[config.mk]
export PLATFORM = sky130hd
export DESIGN_NAME = ubx_frame_deframer_core_flat
export DESIGN_NICKNAME = d
export VERILOG_FILES = /design/src/ufd_pkg.sv /design/src/ufd_interfaces.sv /design/src/ufd_front.sv /design/src/ufd_queue.sv /design/src/ufd_back.sv /design/src/ubx_frame_deframer_core.sv /design/src/flat_wrapper.sv
export SDC_FILE = /design/constraint.sdc
export NUM_CORES = 1
export LEC_CHECK = 0
export BUFFER_PORTS_ARGS = -buffer_cell sky130_fd_sc_hd__clkbuf_2
export CAP_MARGIN = 5
export CORE_MARGIN = 2
export CORE_UTILIZATION = 60
export CTS_CLUSTER_SIZE = 25
export DETAILED_ROUTE_END_ITERATION = 7
export GPL_ROUTABILITY_DRIVEN = 0
export PLACE_DENSITY_LB_ADDON = 0.12
export SKIP_LAST_GASP = 1
export SLEW_MARGIN = 10
export SYNTH_ARGS = -nofsm -noshare
export SYNTH_HDL_FRONTEND = slang
export SYNTH_HIERARCHICAL = 1
export SYNTH_SLANG_ARGS = --single-unit
[constraint.sdc]
create_clock -name clock -period 6.42 [get_ports clock]
set_input_delay 0.642 -clock clock [delete_from_list [all_inputs] [get_ports clock]]
set_output_delay 0.642 -clock clock [all_outputs]
set_load 0.05 [all_outputs]
[src/ufd_pkg.sv]
`timescale 1ns / 1ps
// ----------------------------------------------------------------------------
// ufd_pkg
// Shared constants and types of the binary frame deframer: sync codes,
// header layout, queue sizing and the operation record that goes from the
// front end to the back end.
// ----------------------------------------------------------------------------
package ufd_pkg;

   // Sync pair that opens every frame.
   localparam logic [7:0] SYNC_FIRST  = 8'hB5;
   localparam logic [7:0] SYNC_SECOND = 8'h62;

   // Reset value of the payload limit register.
   localparam logic [15:0] LIMIT_RESET = 16'd512;

   // Frame layout: six header bytes, the payload, two checksum bytes.
   localparam logic [8:0] HEADER_BYTES      = 9'd6;
   localparam logic [8:0] TRAILER_BYTES     = 9'd2;
   localparam logic [8:0] LENGTH_LOW_INDEX  = 9'd4;
   localparam logic [8:0] LENGTH_HIGH_INDEX = 9'd5;

   // Operation queue between front and back end.
   localparam int QUEUE_DEPTH      = 4;
   localparam int QUEUE_PTR_BITS   = 2;
   localparam int QUEUE_COUNT_BITS = 3;

   // One accepted byte turns into zero, one or two byte operations for the back end.
   typedef struct packed {
      logic       restart;      // a sync pair was seen, restart framing
      logic       two_ops;      // second_byte is an operation too
      logic [7:0] first_byte;
      logic [7:0] second_byte;
   } ufd_op_type;

endpackage

[src/ufd_interfaces.sv]
`timescale 1ns / 1ps
// ----------------------------------------------------------------------------
// ufd_interfaces
// Valid/ready channels of the deframer: received bytes, frame bytes out, and
// the payload limit write port.
// ----------------------------------------------------------------------------
interface ufd_byte_if;
   logic       valid;
   logic       ready;
   logic [7:0] rx_byte;

   modport source (output valid, output rx_byte, input ready);
   modport sink (input valid, input rx_byte, output ready);
endinterface

interface ufd_frame_if;
   logic        valid;
   logic        ready;
   logic [7:0]  frame_byte;
   logic [7:0]  byte_index;
   logic        frame_start;
   logic        frame_done;
   logic        frame_abort;
   logic [15:0] payload_length;
   logic        run_last;

   modport source (output valid, output frame_byte, output byte_index,
                   output frame_start, output frame_done, output frame_abort,
                   output payload_length, output run_last, input ready);
   modport sink (input valid, input frame_byte, input byte_index,
                 input frame_start, input frame_done, input frame_abort,
                 input payload_length, input run_last, output ready);
endinterface

interface ufd_csr_if;
   logic        valid;
   logic        ready;
   logic [15:0] payload_limit;

   modport source (output valid, output payload_limit, input ready);
   modport sink (input valid, input payload_limit, output ready);
endinterface

[src/ufd_front.sv]
`timescale 1ns / 1ps
// ----------------------------------------------------------------------------
// ufd_front
// Front end: accepts received bytes, holds back a 0xB5 until the next byte,
// and turns each byte into the byte operations the back end must run.
// ----------------------------------------------------------------------------
module ufd_front (
   input  logic                clock,
   input  logic                reset,
   ufd_byte_if.sink            req,
   output logic                push_valid,
   output ufd_pkg::ufd_op_type push_op,
   input  logic                push_ready
);
   import ufd_pkg::*;

   logic held_ff;
   logic held_in;
   logic accept;
   logic is_first;
   logic is_second;
   logic push_needed;

   // A transaction is taken whenever the queue has room.
   assign req.ready = push_ready;
   assign accept    = req.valid & push_ready;
   assign is_first  = (req.rx_byte == SYNC_FIRST);
   assign is_second = (req.rx_byte == SYNC_SECOND);

   // Classify the byte against the held sync byte.
   always_comb begin
      push_op.first_byte  = req.rx_byte;
      push_op.second_byte = req.rx_byte;
      push_op.restart     = 1'b0;
      push_op.two_ops     = 1'b0;
      push_needed         = !is_first;
      if (held_ff) begin
         // The held 0xB5 is released; the new byte follows unless it is
         // itself a 0xB5 that must now be held.
         push_needed         = 1'b1;
         push_op.first_byte  = SYNC_FIRST;
         push_op.restart     = is_second;
         push_op.two_ops     = is_second | !is_first;
      end
   end

   assign push_valid = accept & push_needed;

   // Every 0xB5 is held; any other byte clears the hold.
   assign held_in = accept ? is_first : held_ff;

   always_ff @(posedge clock) begin
      if (reset) begin
         held_ff <= 1'b0;
      end else begin
         held_ff <= held_in;
      end
   end

endmodule

[src/ufd_queue.sv]
`timescale 1ns / 1ps
// ----------------------------------------------------------------------------
// ufd_queue
// Short first-in first-out queue of byte operations that decouples the
// front end from the back end.
// ----------------------------------------------------------------------------
module ufd_queue (
   input  logic                clock,
   input  logic                reset,
   input  logic                push_valid,
   input  ufd_pkg::ufd_op_type push_op,
   output logic                push_ready,
   output logic                pop_valid,
   output ufd_pkg::ufd_op_type pop_op,
   input  logic                pop
);
   import ufd_pkg::*;

   ufd_op_type                  entry_ff [QUEUE_DEPTH];
   logic [QUEUE_PTR_BITS-1:0]   wr_ptr_ff;
   logic [QUEUE_PTR_BITS-1:0]   wr_ptr_in;
   logic [QUEUE_PTR_BITS-1:0]   rd_ptr_ff;
   logic [QUEUE_PTR_BITS-1:0]   rd_ptr_in;
   logic [QUEUE_COUNT_BITS-1:0] count_ff;
   logic [QUEUE_COUNT_BITS-1:0] count_in;
   logic                        do_push;
   logic                        do_pop;

   assign push_ready = (count_ff != QUEUE_COUNT_BITS'(QUEUE_DEPTH));
   assign pop_valid  = (count_ff != '0);
   assign pop_op     = entry_ff[rd_ptr_ff];
   assign do_push    = push_valid & push_ready;
   assign do_pop     = pop & pop_valid;

   // Pointer and fill count update.
   always_comb begin
      wr_ptr_in = do_push ? wr_ptr_ff + 1'b1 : wr_ptr_ff;
      rd_ptr_in = do_pop ? rd_ptr_ff + 1'b1 : rd_ptr_ff;
      count_in  = count_ff;
      if (do_push && !do_pop) begin
         count_in = count_ff + 1'b1;
      end else if (do_pop && !do_push) begin
         count_in = count_ff - 1'b1;
      end
   end

   always_ff @(posedge clock) begin
      if (reset) begin
         wr_ptr_ff <= '0;
         rd_ptr_ff <= '0;
         count_ff  <= '0;
      end else begin
         wr_ptr_ff <= wr_ptr_in;
         rd_ptr_ff <= rd_ptr_in;
         count_ff  <= count_in;
      end
   end

   // Entry storage needs no reset.
   always_ff @(posedge clock) begin
      if (do_push) begin
         entry_ff[wr_ptr_ff] <= push_op;
      end
   end

endmodule

[src/ufd_back.sv]
`timescale 1ns / 1ps
// ----------------------------------------------------------------------------
// ufd_back
// Back end: runs byte operations against the framing state, one per cycle
// while the output register has room, and loads the resulting bytes into it.
// ----------------------------------------------------------------------------
module ufd_back #(
   parameter int FRAME_BUFFER_BYTES = 256
) (
   input  logic                clock,
   input  logic                reset,
   input  logic                op_valid,
   input  ufd_pkg::ufd_op_type op,
   output logic                op_pop,
   input  logic [15:0]         payload_limit,
   ufd_frame_if.source         rsp
);
   import ufd_pkg::*;

   localparam logic [8:0] BUFFER_LIMIT = 9'(FRAME_BUFFER_BYTES);

   logic        in_frame_ff, in_frame_in;
   logic [8:0]  pos_ff, pos_in;
   logic [7:0]  low_ff, low_in;
   logic [15:0] length_ff, length_in;
   logic        phase_ff, phase_in;
   logic        valid_ff, valid_in;
   logic [7:0]  frame_byte_ff;
   logic [7:0]  byte_index_ff;
   logic        start_ff, done_ff, abort_ff, last_ff;
   logic [15:0] plen_ff;

   logic        restart_now;
   logic [7:0]  cur_byte;
   logic        eff_in_frame;
   logic [8:0]  eff_pos;
   logic        emits;
   logic        past_length;
   logic [15:0] eff_length;
   logic [16:0] end_count;
   logic [16:0] pos_count;
   logic        abort;
   logic        done;
   logic        post_in_frame;
   logic [8:0]  post_pos;
   logic        second_emits;
   logic        run_last;
   logic        out_free;
   logic        step;
   logic        load;

   // Operation decode: which byte runs now and the framing state it sees.
   assign restart_now  = op.restart & !phase_ff;
   assign cur_byte     = phase_ff ? op.second_byte : op.first_byte;
   assign eff_in_frame = restart_now | in_frame_ff;
   assign eff_pos      = restart_now ? '0 : pos_ff;
   assign emits        = eff_in_frame && (eff_pos < BUFFER_LIMIT);

   // Length capture, limit check and end-of-frame compare.
   assign past_length = (eff_pos >= LENGTH_HIGH_INDEX);
   assign eff_length  = (eff_pos == LENGTH_HIGH_INDEX) ? {cur_byte, low_ff} : length_ff;
   assign end_count   = 17'(eff_length) + 17'(HEADER_BYTES + TRAILER_BYTES);
   assign pos_count   = 17'(eff_pos) + 17'd1;
   assign abort       = past_length && (eff_length > payload_limit);
   assign done        = past_length && !abort && (pos_count >= end_count);

   // Framing state after this byte, and whether a second byte still lands.
   assign post_in_frame = !(abort | done);
   assign post_pos      = (abort | done) ? '0 : eff_pos + 9'd1;
   assign second_emits  = post_in_frame && (post_pos < BUFFER_LIMIT);
   assign run_last      = phase_ff | !op.two_ops | !second_emits;

   // A byte that gives a result waits for room in the output register.
   assign out_free = !valid_ff || rsp.ready;
   assign step     = op_valid && (!emits || out_free);
   assign load     = step && emits;
   assign op_pop   = step && (phase_ff || !op.two_ops);

   always_comb begin
      phase_in    = step ? (!phase_ff && op.two_ops) : phase_ff;
      in_frame_in = in_frame_ff;
      pos_in      = pos_ff;
      low_in      = low_ff;
      length_in   = length_ff;
      if (load) begin
         in_frame_in = post_in_frame;
         pos_in      = post_pos;
         length_in   = eff_length;
         if (eff_pos == LENGTH_LOW_INDEX) begin
            low_in = cur_byte;
         end
      end
   end

   assign valid_in = load | (valid_ff & !rsp.ready);

   always_ff @(posedge clock) begin
      if (reset) begin
         in_frame_ff <= 1'b0;
         pos_ff      <= '0;
         low_ff      <= '0;
         length_ff   <= '0;
         phase_ff    <= 1'b0;
         valid_ff    <= 1'b0;
      end else begin
         in_frame_ff <= in_frame_in;
         pos_ff      <= pos_in;
         low_ff      <= low_in;
         length_ff   <= length_in;
         phase_ff    <= phase_in;
         valid_ff    <= valid_in;
      end
   end

   // Output payload register.
   always_ff @(posedge clock) begin
      if (load) begin
         frame_byte_ff <= cur_byte;
         byte_index_ff <= eff_pos[7:0];
         start_ff      <= restart_now;
         done_ff       <= done;
         abort_ff      <= abort;
         plen_ff       <= past_length ? eff_length : '0;
         last_ff       <= run_last;
      end
   end

   assign rsp.valid          = valid_ff;
   assign rsp.frame_byte     = frame_byte_ff;
   assign rsp.byte_index     = byte_index_ff;
   assign rsp.frame_start    = start_ff;
   assign rsp.frame_done     = done_ff;
   assign rsp.frame_abort    = abort_ff;
   assign rsp.payload_length = plen_ff;
   assign rsp.run_last       = last_ff;

endmodule

[src/ubx_frame_deframer_core.sv]
`timescale 1ns / 1ps
// ----------------------------------------------------------------------------
// ubx_frame_deframer_core
// Finds binary frames that open with 0xB5 0x62 in a received byte stream and
// emits frame bytes within the buffer with index and start, done, abort flags.
// ----------------------------------------------------------------------------
// Usage:
//   req_bus carries one received byte per transaction. rsp_bus carries frame
//   bytes; a received byte gives zero, one or two of them, and run_last marks
//   the last one a byte caused. csr_bus writes the payload limit; it is always
//   ready and must be written only while the block is idle.
//   A received byte may be taken every cycle while the queue has room. A 0xB5
//   is held until the next byte arrives; its frame byte then goes out together
//   with that byte's. An accepted byte is registered in the queue, then in the
//   output register. The back end runs one byte operation per cycle while the
//   output register has room, so a byte that releases a held 0xB5 and is itself
//   kept gives two back-end operations. A four-entry queue absorbs these bursts.
//   Reset clears the framing state, the held sync byte, the queue and the
//   output register, and sets the payload limit to 512.
//   When the receiver stalls rsp_bus, the output holds its transaction, the
//   back end stops, and req_bus.ready drops once the queue is full.
// ----------------------------------------------------------------------------
module ubx_frame_deframer_core #(
   parameter int FRAME_BUFFER_BYTES = 256
) (
   input logic         clock,
   input logic         reset,
   ufd_byte_if.sink    req_bus,
   ufd_frame_if.source rsp_bus,
   ufd_csr_if.sink     csr_bus
);
   import ufd_pkg::*;

   logic [15:0] limit_ff;
   logic [15:0] limit_in;
   logic        push_valid;
   logic        push_ready;
   ufd_op_type  push_op;
   logic        pop_valid;
   ufd_op_type  pop_op;
   logic        pop;

   // Payload limit register.
   assign csr_bus.ready = 1'b1;
   assign limit_in      = csr_bus.valid ? csr_bus.payload_limit : limit_ff;

   always_ff @(posedge clock) begin
      if (reset) begin
         limit_ff <= LIMIT_RESET;
      end else begin
         limit_ff <= limit_in;
      end
   end

   ufd_front u_front (
      .clock      (clock),
      .reset      (reset),
      .req        (req_bus),
      .push_valid (push_valid),
      .push_op    (push_op),
      .push_ready (push_ready)
   );

   ufd_queue u_queue (
      .clock      (clock),
      .reset      (reset),
      .push_valid (push_valid),
      .push_op    (push_op),
      .push_ready (push_ready),
      .pop_valid  (pop_valid),
      .pop_op     (pop_op),
      .pop        (pop)
   );

   ufd_back #(
      .FRAME_BUFFER_BYTES (FRAME_BUFFER_BYTES)
   ) u_back (
      .clock         (clock),
      .reset         (reset),
      .op_valid      (pop_valid),
      .op            (pop_op),
      .op_pop        (pop),
      .payload_limit (limit_ff),
      .rsp           (rsp_bus)
   );

endmodule

[src/flat_wrapper.sv]
// flat-port wrapper written by rule: the top's interface ports become plain ports
module ubx_frame_deframer_core_flat import ufd_pkg::*;
#(
   parameter int FRAME_BUFFER_BYTES = 256
)
  (clock, reset, req_bus_valid, req_bus_rx_byte, req_bus_ready, rsp_bus_valid, rsp_bus_frame_byte, rsp_bus_byte_index, rsp_bus_frame_start, rsp_bus_frame_done, rsp_bus_frame_abort, rsp_bus_payload_length, rsp_bus_run_last, rsp_bus_ready, csr_bus_valid, csr_bus_payload_limit, csr_bus_ready);
  ufd_byte_if req_bus_i ();
  ufd_frame_if rsp_bus_i ();
  ufd_csr_if csr_bus_i ();
  input logic clock;
  input logic reset;
  input wire logic [$bits(req_bus_i.valid)-1:0] req_bus_valid;
  input wire logic [$bits(req_bus_i.rx_byte)-1:0] req_bus_rx_byte;
  output wire logic [$bits(req_bus_i.ready)-1:0] req_bus_ready;
  output wire logic [$bits(rsp_bus_i.valid)-1:0] rsp_bus_valid;
  output wire logic [$bits(rsp_bus_i.frame_byte)-1:0] rsp_bus_frame_byte;
  output wire logic [$bits(rsp_bus_i.byte_index)-1:0] rsp_bus_byte_index;
  output wire logic [$bits(rsp_bus_i.frame_start)-1:0] rsp_bus_frame_start;
  output wire logic [$bits(rsp_bus_i.frame_done)-1:0] rsp_bus_frame_done;
  output wire logic [$bits(rsp_bus_i.frame_abort)-1:0] rsp_bus_frame_abort;
  output wire logic [$bits(rsp_bus_i.payload_length)-1:0] rsp_bus_payload_length;
  output wire logic [$bits(rsp_bus_i.run_last)-1:0] rsp_bus_run_last;
  input wire logic [$bits(rsp_bus_i.ready)-1:0] rsp_bus_ready;
  input wire logic [$bits(csr_bus_i.valid)-1:0] csr_bus_valid;
  input wire logic [$bits(csr_bus_i.payload_limit)-1:0] csr_bus_payload_limit;
  output wire logic [$bits(csr_bus_i.ready)-1:0] csr_bus_ready;
  assign req_bus_i.valid = req_bus_valid;
  assign req_bus_i.rx_byte = req_bus_rx_byte;
  assign req_bus_ready = req_bus_i.ready;
  assign rsp_bus_valid = rsp_bus_i.valid;
  assign rsp_bus_frame_byte = rsp_bus_i.frame_byte;
  assign rsp_bus_byte_index = rsp_bus_i.byte_index;
  assign rsp_bus_frame_start = rsp_bus_i.frame_start;
  assign rsp_bus_frame_done = rsp_bus_i.frame_done;
  assign rsp_bus_frame_abort = rsp_bus_i.frame_abort;
  assign rsp_bus_payload_length = rsp_bus_i.payload_length;
  assign rsp_bus_run_last = rsp_bus_i.run_last;
  assign rsp_bus_i.ready = rsp_bus_ready;
  assign csr_bus_i.valid = csr_bus_valid;
  assign csr_bus_i.payload_limit = csr_bus_payload_limit;
  assign csr_bus_ready = csr_bus_i.ready;
  ubx_frame_deframer_core #(.FRAME_BUFFER_BYTES(FRAME_BUFFER_BYTES)) u_core (.clock(clock), .reset(reset), .req_bus(req_bus_i), .rsp_bus(rsp_bus_i), .csr_bus(csr_bus_i));
endmodule
==> results of run 1 <==
## where the power goes
group	total [mW]	switching [mW]	leakage, nW	internal (mW)
clock network	0.982	0.424	0.288	0.558
registers	1.51	0.0799	1.51	1.43
logic	1.27	0.906	1.83	0.363
total	3.76	1.41	3.62	2.35
## cells in the mapped netlist (8+ instances only)
cell      number
edfxtp_1     108
nor2_1        73
dfxtp_1       62
inv_1         43
mux2i_1       42
nand2_1       42
ha_1          35
a21oi_1       21
buf_4         11
nand3_1       11
mux4_2        10
xnor2_1       10
a211oi_1       9
a22o_1         9
xor2_1         9
and2_1         8
clkbuf_1       8
mux2_2         8
mux4_1         8
nand4_1        8
## worst min-delay path by stage
stage	startpoint	end	slack, ns
6_report	csr_bus_payload_limit[9]	u_core/limit_ff[9]	0.42
2_1_floorplan	u_core/u_back/in_frame_ff	u_core/u_back/in_frame_ff	0.43
4_1_cts	csr_bus_payload_limit[9]	u_core/limit_ff[9]	0.39
3_5_place_dp	u_core/u_back/in_frame_ff	u_core/u_back/in_frame_ff	0.46
5_1_grt	csr_bus_payload_limit[9]	u_core/limit_ff[9]	0.41
3_3_place_gp	u_core/u_back/in_frame_ff	u_core/u_back/in_frame_ff	0.43
## area by class of cell
| cell class | instances | area, sq um |
|---|---|---|
| Clock buffer | 22 | 497 |
| Clock inverter | 10 | 81.3 |
| Fill cell | 967 | 4210 |
| Inverter | 45 | 169 |
| Multi-Input combinational cell | 389 | 3040 |
| Sequential cell | 170 | 4480 |
| Tap cell | 176 | 220 |
| Timing Repair Buffer | 73 | 383 |
## state kept, by name (all words and copies together) (netlist names), named ones only
name and flops:
u_core/u_back/rsp.frame_done 1, u_core/u_back/rsp.run_last 1, u_core/u_back/length_ff 16, u_core/u_back/rsp.frame_abort 1, u_core/u_queue/rd_ptr_ff 2, u_core/u_back/in_frame_ff 1, u_core/u_back/rsp.byte_index 8, u_core/u_back/low_ff 8
u_core/u_queue/entry_ff 72, u_core/u_back/rsp.valid 1, u_core/u_back/rsp.frame_start 1, u_core/limit_ff 16, u_core/u_front/held_ff 1, u_core/u_back/rsp.frame_byte 8, u_core/u_queue/count_ff 3, u_core/u_back/phase_ff 1
u_core/u_queue/wr_ptr_ff 2, u_core/u_back/rsp.payload_length 16, u_core/u_back/pos_ff 9
## metal layers
layer | global-route usage, % | part of all wire (%) | vias up
met5 | 0 | 0 | -
met4 | 11.8 | 3.3 | 0
met3 | 5.51 | 3.9 | 41
met2 | 39.3 | 50 | 134
met1 | 29.3 | 43 | 2454
li1 | - | - | 2419
## logic make-up after synthesis
kind of cell,Yosys count
other,1
buffers and inverters,79
adders and majority gates,36
AOI/OAI and AO/OA,71
DFF,170
xor gates and xnor gates,19
muxes,69
and+or+nand+nor,193
## placed cells by master, fill, tap and decap left out, drive strengths merged, types with 4 or more instances in the layout
master,count
buf,7
a21oi,21
clkinv,5
mux4,18
a21o,7
or2,7
dfxtp,62
a22o,9
ha,35
nand4,8
nand3,11
nor3,5
o31ai,4
o21ai,8
and2,8
xnor2,10
nand2,42
mux2i,42
nor2b,7
edfxtp,108
nand2b,5
a211oi,9
inv,50
clkbuf,88
mux2,9
nor2,75
xor2,9
## critical path, stage by stage, from the launching register on
cell	delay, ns
dfxtp_1	0.34
mux4_1	0.54
nand2b_1	0.31
nand2_1	0.20
inv_1	0.16
ha_1	0.22
nor3b_1	0.25
nand4_1	0.48
mux2i_1	0.29
inv_1	0.15
ha_1	0.22
nand2_1	0.07
mux2i_1	0.34
nand2_1	0.12
xnor2_1	0.14
ha_1	0.31
a21o_1	0.16
a21o_1	0.16
a21oi_1	0.13
o31ai_1	0.08
nand4b_1	0.12
nor2_1	0.06
or4b_1	0.45
## stage by stage
stage          util (%)  instances  instance area, sq um
3_3_place_gp       63.4        853                  8300
2_1_floorplan         -        638                  7930
6_report           67.8        885                  8870
5_1_grt            67.8        885                  8870
4_1_cts            67.8        885                  8870
3_5_place_dp       63.4        853                  8300
==> results.toml, run 1 <==
[global_route]
grt_antenna_before_repair = 0
track_usage_pct = 23.7
grt_pass1_vias = 5039
grt_max_degree = 34
grt_pass1_wl_microns = 25600
grt_overflow = 0

[route]
vias = 5048
drt_wl_total_microns = 15800
drt-wirelength-per-cell_microns = 17.9
drt_pass1_iterations = 4
drc = 0
avgViaCountPerCell = 5.70
first_iter_violations = 300
drtAntennaViolNets = 0

[run]
max_cap_viol_count = 0

[die]
die_area_sq_um = 14200
start_util_pct = 60.6
ios = 68
core_area_sq_um = 13100
die_w_microns = 119
row_count = 42
die_h_microns = 119

[worst_hold_path]
whs_path_depth = 2
min_path_type = "input port to register"

[synthesis]
async_flop_share_pct = 0
synth_flop_cell = "edfxtp_1"
synth_nets = 703
yosys.area.top_type_share_pct = 40.9
yosysSeqAreaShare_pct = 56.5
synth_top_area_cell = "edfxtp_1"
synthMuxAreaShare_pct = 12.1
synth_area_sq_um = 7930
synthSimpleGateAreaFrac_pct = 12.0
synth_area_leaders = "edfxtp_1, dfxtp_1, ha_1"
synth_compound_area_share_pct = 6.29
synth-seq-cells = 170
synth_top_family_by_area = "multiplexers"
synth_fa_ha_area_share_pct = 5.77
ys_types = 65
synth_edf_count = 108
yosysWarnings = 6
avgSynthCellArea_sq_um = 12.4
synth-xor-area-share_pct = 2.10
syn_inst = 638

[critical_path]
reg2reg_slack_ns = 0.84
worst_setup_path_start_kind = "register"
worst-setup-path-type = "register to register"
worstPathArrival_ns = 5.74
crit_path_max_fanout = 11
worstRegToRegCells = 22
critPathRequiredTime_ns = 6.58
cp-endpoint = "u_core/u_back/rsp.run_last"
r2r_end = "u_core/u_back/rsp.run_last"
end_kind = "register"

[power_and_ir_drop]
p_total_mw = 3.76
p_leak_nw = 3.62
power_density_nw_per_um2 = 424
max-vdd-ir-drop_mv = 0.288

[timing]
fin_crit_sh_pct = 86.9
fin_crit_ns = 5.58
maxSlewViolCount = 0
timing.final.ws_setup_ns = 0.840
hold_violations = 0
setup_viol = 0
worstMarginPinSlew_ns = 0.981
rsz0062_at_grt = "false"
whs_ns = 0.418
slew_headroom_pct = 34.6
fmax_mhz = 179
finClkSkew_ns = 0.0164
fin_setup_tns_ns = 0

[layout]
drive_gt1_share_pct = 18.5
diodes = 0
synthToLayoutAreaGrowth_pct = 11.9
num-nets-final = 761

[clock_network]
cts_tree = "done"
cts_sinks = 170
insertion_delay_ns = 0.44
post_cts_resize_count = 0
clockBufferDepth = 2
cts_made_buffers = 17
postCtsSetupBuffers = 0
cts.clk_slew.worst_paths_ns = 0.06
cts_root_buf = "clkbuf_16"
ctsHtreeMaxLevel = 4
cts_hold_buf = 0

[place]
dp_hpwl_microns = 11200
place_ws_ns = 0.892
portBuffers = 66

[run_status]
status = "complete, no violations"
(Power assumes the default switching activity.)
==> run 2: changes to the inputs <==
--- a/config.mk
+++ b/config.mk
@@ -8,7 +8,7 @@
 export BUFFER_PORTS_ARGS = -buffer_cell sky130_fd_sc_hd__clkbuf_2
 export CAP_MARGIN = 5
 export CORE_MARGIN = 2
-export CORE_UTILIZATION = 60
+export CORE_UTILIZATION = 54
 export CTS_CLUSTER_SIZE = 25
 export DETAILED_ROUTE_END_ITERATION = 7
 export GPL_ROUTABILITY_DRIVEN = 0
==> constraint.sdc (replaced) <==
create_clock -name clock -period 4.54 [get_ports clock]
set_input_delay 0.454 -clock clock [delete_from_list [all_inputs] [get_ports clock]]
set_output_delay 0.454 -clock clock [all_outputs]
set_load 0.05 [all_outputs]
==> results.toml, run 2 (same netlist as run 1, synthesis figures left out) <==
[run_status]
status = "complete, no violations"

[clock_network]
clockBufferDepth = 2
cts_root_buf = "clkbuf_16"
cts.clk_slew.worst_paths_ns = 0.07
cts_made_buffers = 17
cts_tree = "done"
ctsHtreeMaxLevel = 4
insertion_delay_ns = 0.43
cts_sinks = 170

[layout]
num-nets-final = 782
multi_input_area_sq_um = 3110
top_register = "u_core/u_queue/entry_ff"
synthToLayoutAreaGrowth_pct = 15.4
drive_gt1_share_pct = 23.2
diodes = 0
largest_register_ffs = 72
seqCellArea_sq_um = 4490
n_fill_cell = 1144
layout_commonest_cell = "edfxtp_1"
final_cell_mix = "edfxtp_1, nor2_1, clkbuf_2, dfxtp_1"

[critical_path]
end_kind = "register"
worstPathArrival_ns = 4.71
reg2reg_slack_ns = 0.14
crit_family = "simple AND/OR/NAND/NOR gates"
crit_chain = "mux4_2, nand2b_4, nand2_4, inv_4, ha_4, nor3b_4, and4_2, mux2i_1, inv_1, ha_1, nand4_1, nor4_2, nor3_1, o31ai_1, buf_4, o211a_1, nand4b_1, o21a_2, a22o_1"
critPathRequiredTime_ns = 4.85
slowest_delay_ns = 0.51
crit_path_max_fanout = 10
worst-setup-path-type = "register to register"
worst_path_max_delay_cell = "mux4_2"
worst_setup_path_start_kind = "register"
crit_buf_inv = 3

[timing]
slew_headroom_pct = 34.3
fmax_mhz = 227
fin_crit_sh_pct = 96.9
fin_setup_tns_ns = 0
fin_crit_ns = 4.40
maxSlewViolCount = 0
hold_violations = 0
timing.final.ws_setup_ns = 0.139
rsz0062_at_grt = "true"
finClkSkew_ns = 0.00811
worstMarginPinSlew_ns = 0.985
setup_viol = 0

[worst_hold_path]
min_path_type = "input port to register"

[route]
avgViaCountPerCell = 5.62
drt-wirelength-per-cell_microns = 18.4
drt_wl_total_microns = 16800
drtAntennaViolNets = 0
drt_pass1_iterations = 5
drc = 0
vias = 5138
first_iter_violations = 373

[global_route]
grt_pass1_vias = 5304
grt_antenna_before_repair = 0
grt_max_degree = 61
track_usage_pct = 22.4
grt_pass1_wl_microns = 27300
grt_overflow = 0

[place]
portBuffers = 66
dp_hpwl_microns = 11700
place_ws_ns = -0.0424

[run]
max_cap_viol_count = 0

[die]
start_util_pct = 55.0
die_area_sq_um = 15700
ios = 68
core_area_sq_um = 14400
die_w_microns = 125
row_count = 44
die_h_microns = 125

[power_and_ir_drop]
p_leak_nw = 3.73
max-vdd-ir-drop_mv = 0.304
power_density_nw_per_um2 = 600
run 2: stage by stage:
stage / cell area, sq um / hold WS (ns) / instances / power, mW / util (%)
floorplan: 7980 / 0.426 / 638 / 3.58 / -
global placement: 8500 / 0.437 / 880 / 3.99 / 58.9
detailed placement: 8500 / 0.445 / 880 / 4.05 / 58.9
CTS: 9100 / 0.238 / 912 / 5.52 / 63.1
global route: 9160 / 0.242 / 914 / 5.74 / 63.5
finish: 9160 / 0.254 / 914 / 5.49 / 63.5
run 2: final timing paths:
kind,to,start,cells after the start
worst max-delay path,u_core/u_back/pos_ff[6],u_core/u_queue/entry_ff[2][17],19
worst min-delay path,u_core/limit_ff[9],csr_bus_payload_limit[9],2
worst max register to register,u_core/u_back/pos_ff[6],u_core/u_queue/entry_ff[2][17],19
worst min register to register,u_core/u_back/in_frame_ff,u_core/u_back/in_frame_ff,1
run 2: power breakdown:
group | total (mW) | internal [mW] | switching, mW
Sequential | 2.14 | 2.02 | 0.119
Combinational | 1.88 | 0.562 | 1.32
Clock | 1.47 | 0.867 | 0.602
run 2: layout make-up:
type                    count  area share, %
clock inverters            14           1.86
well taps                 184           2.51
repair buffers             94           6.08
clock buffers              18           4.69
multi-input cells         389           34.0
inverters                  45           1.87
flip-flops and latches    170           49.0
run 2: what timing repair did:
| action | CTS | global route |
|---|---|---|
| resized for setup | 2 | 8 |
| pin swaps | 0 | 7 |
| buffers inserted | 0 | 2 |
| endpoints found under the setup margin | 10 | 11 |
| hold buffers | 0 | 0 |
| gates cloned | 0 | 0 |
run 2: per-layer routing:
metal  share of wire (%)  track usage [%]
met1                  42             27.9
met2                  51             38.5
met3                 4.3             4.19
met4                 2.6             9.28
met5                   0                0
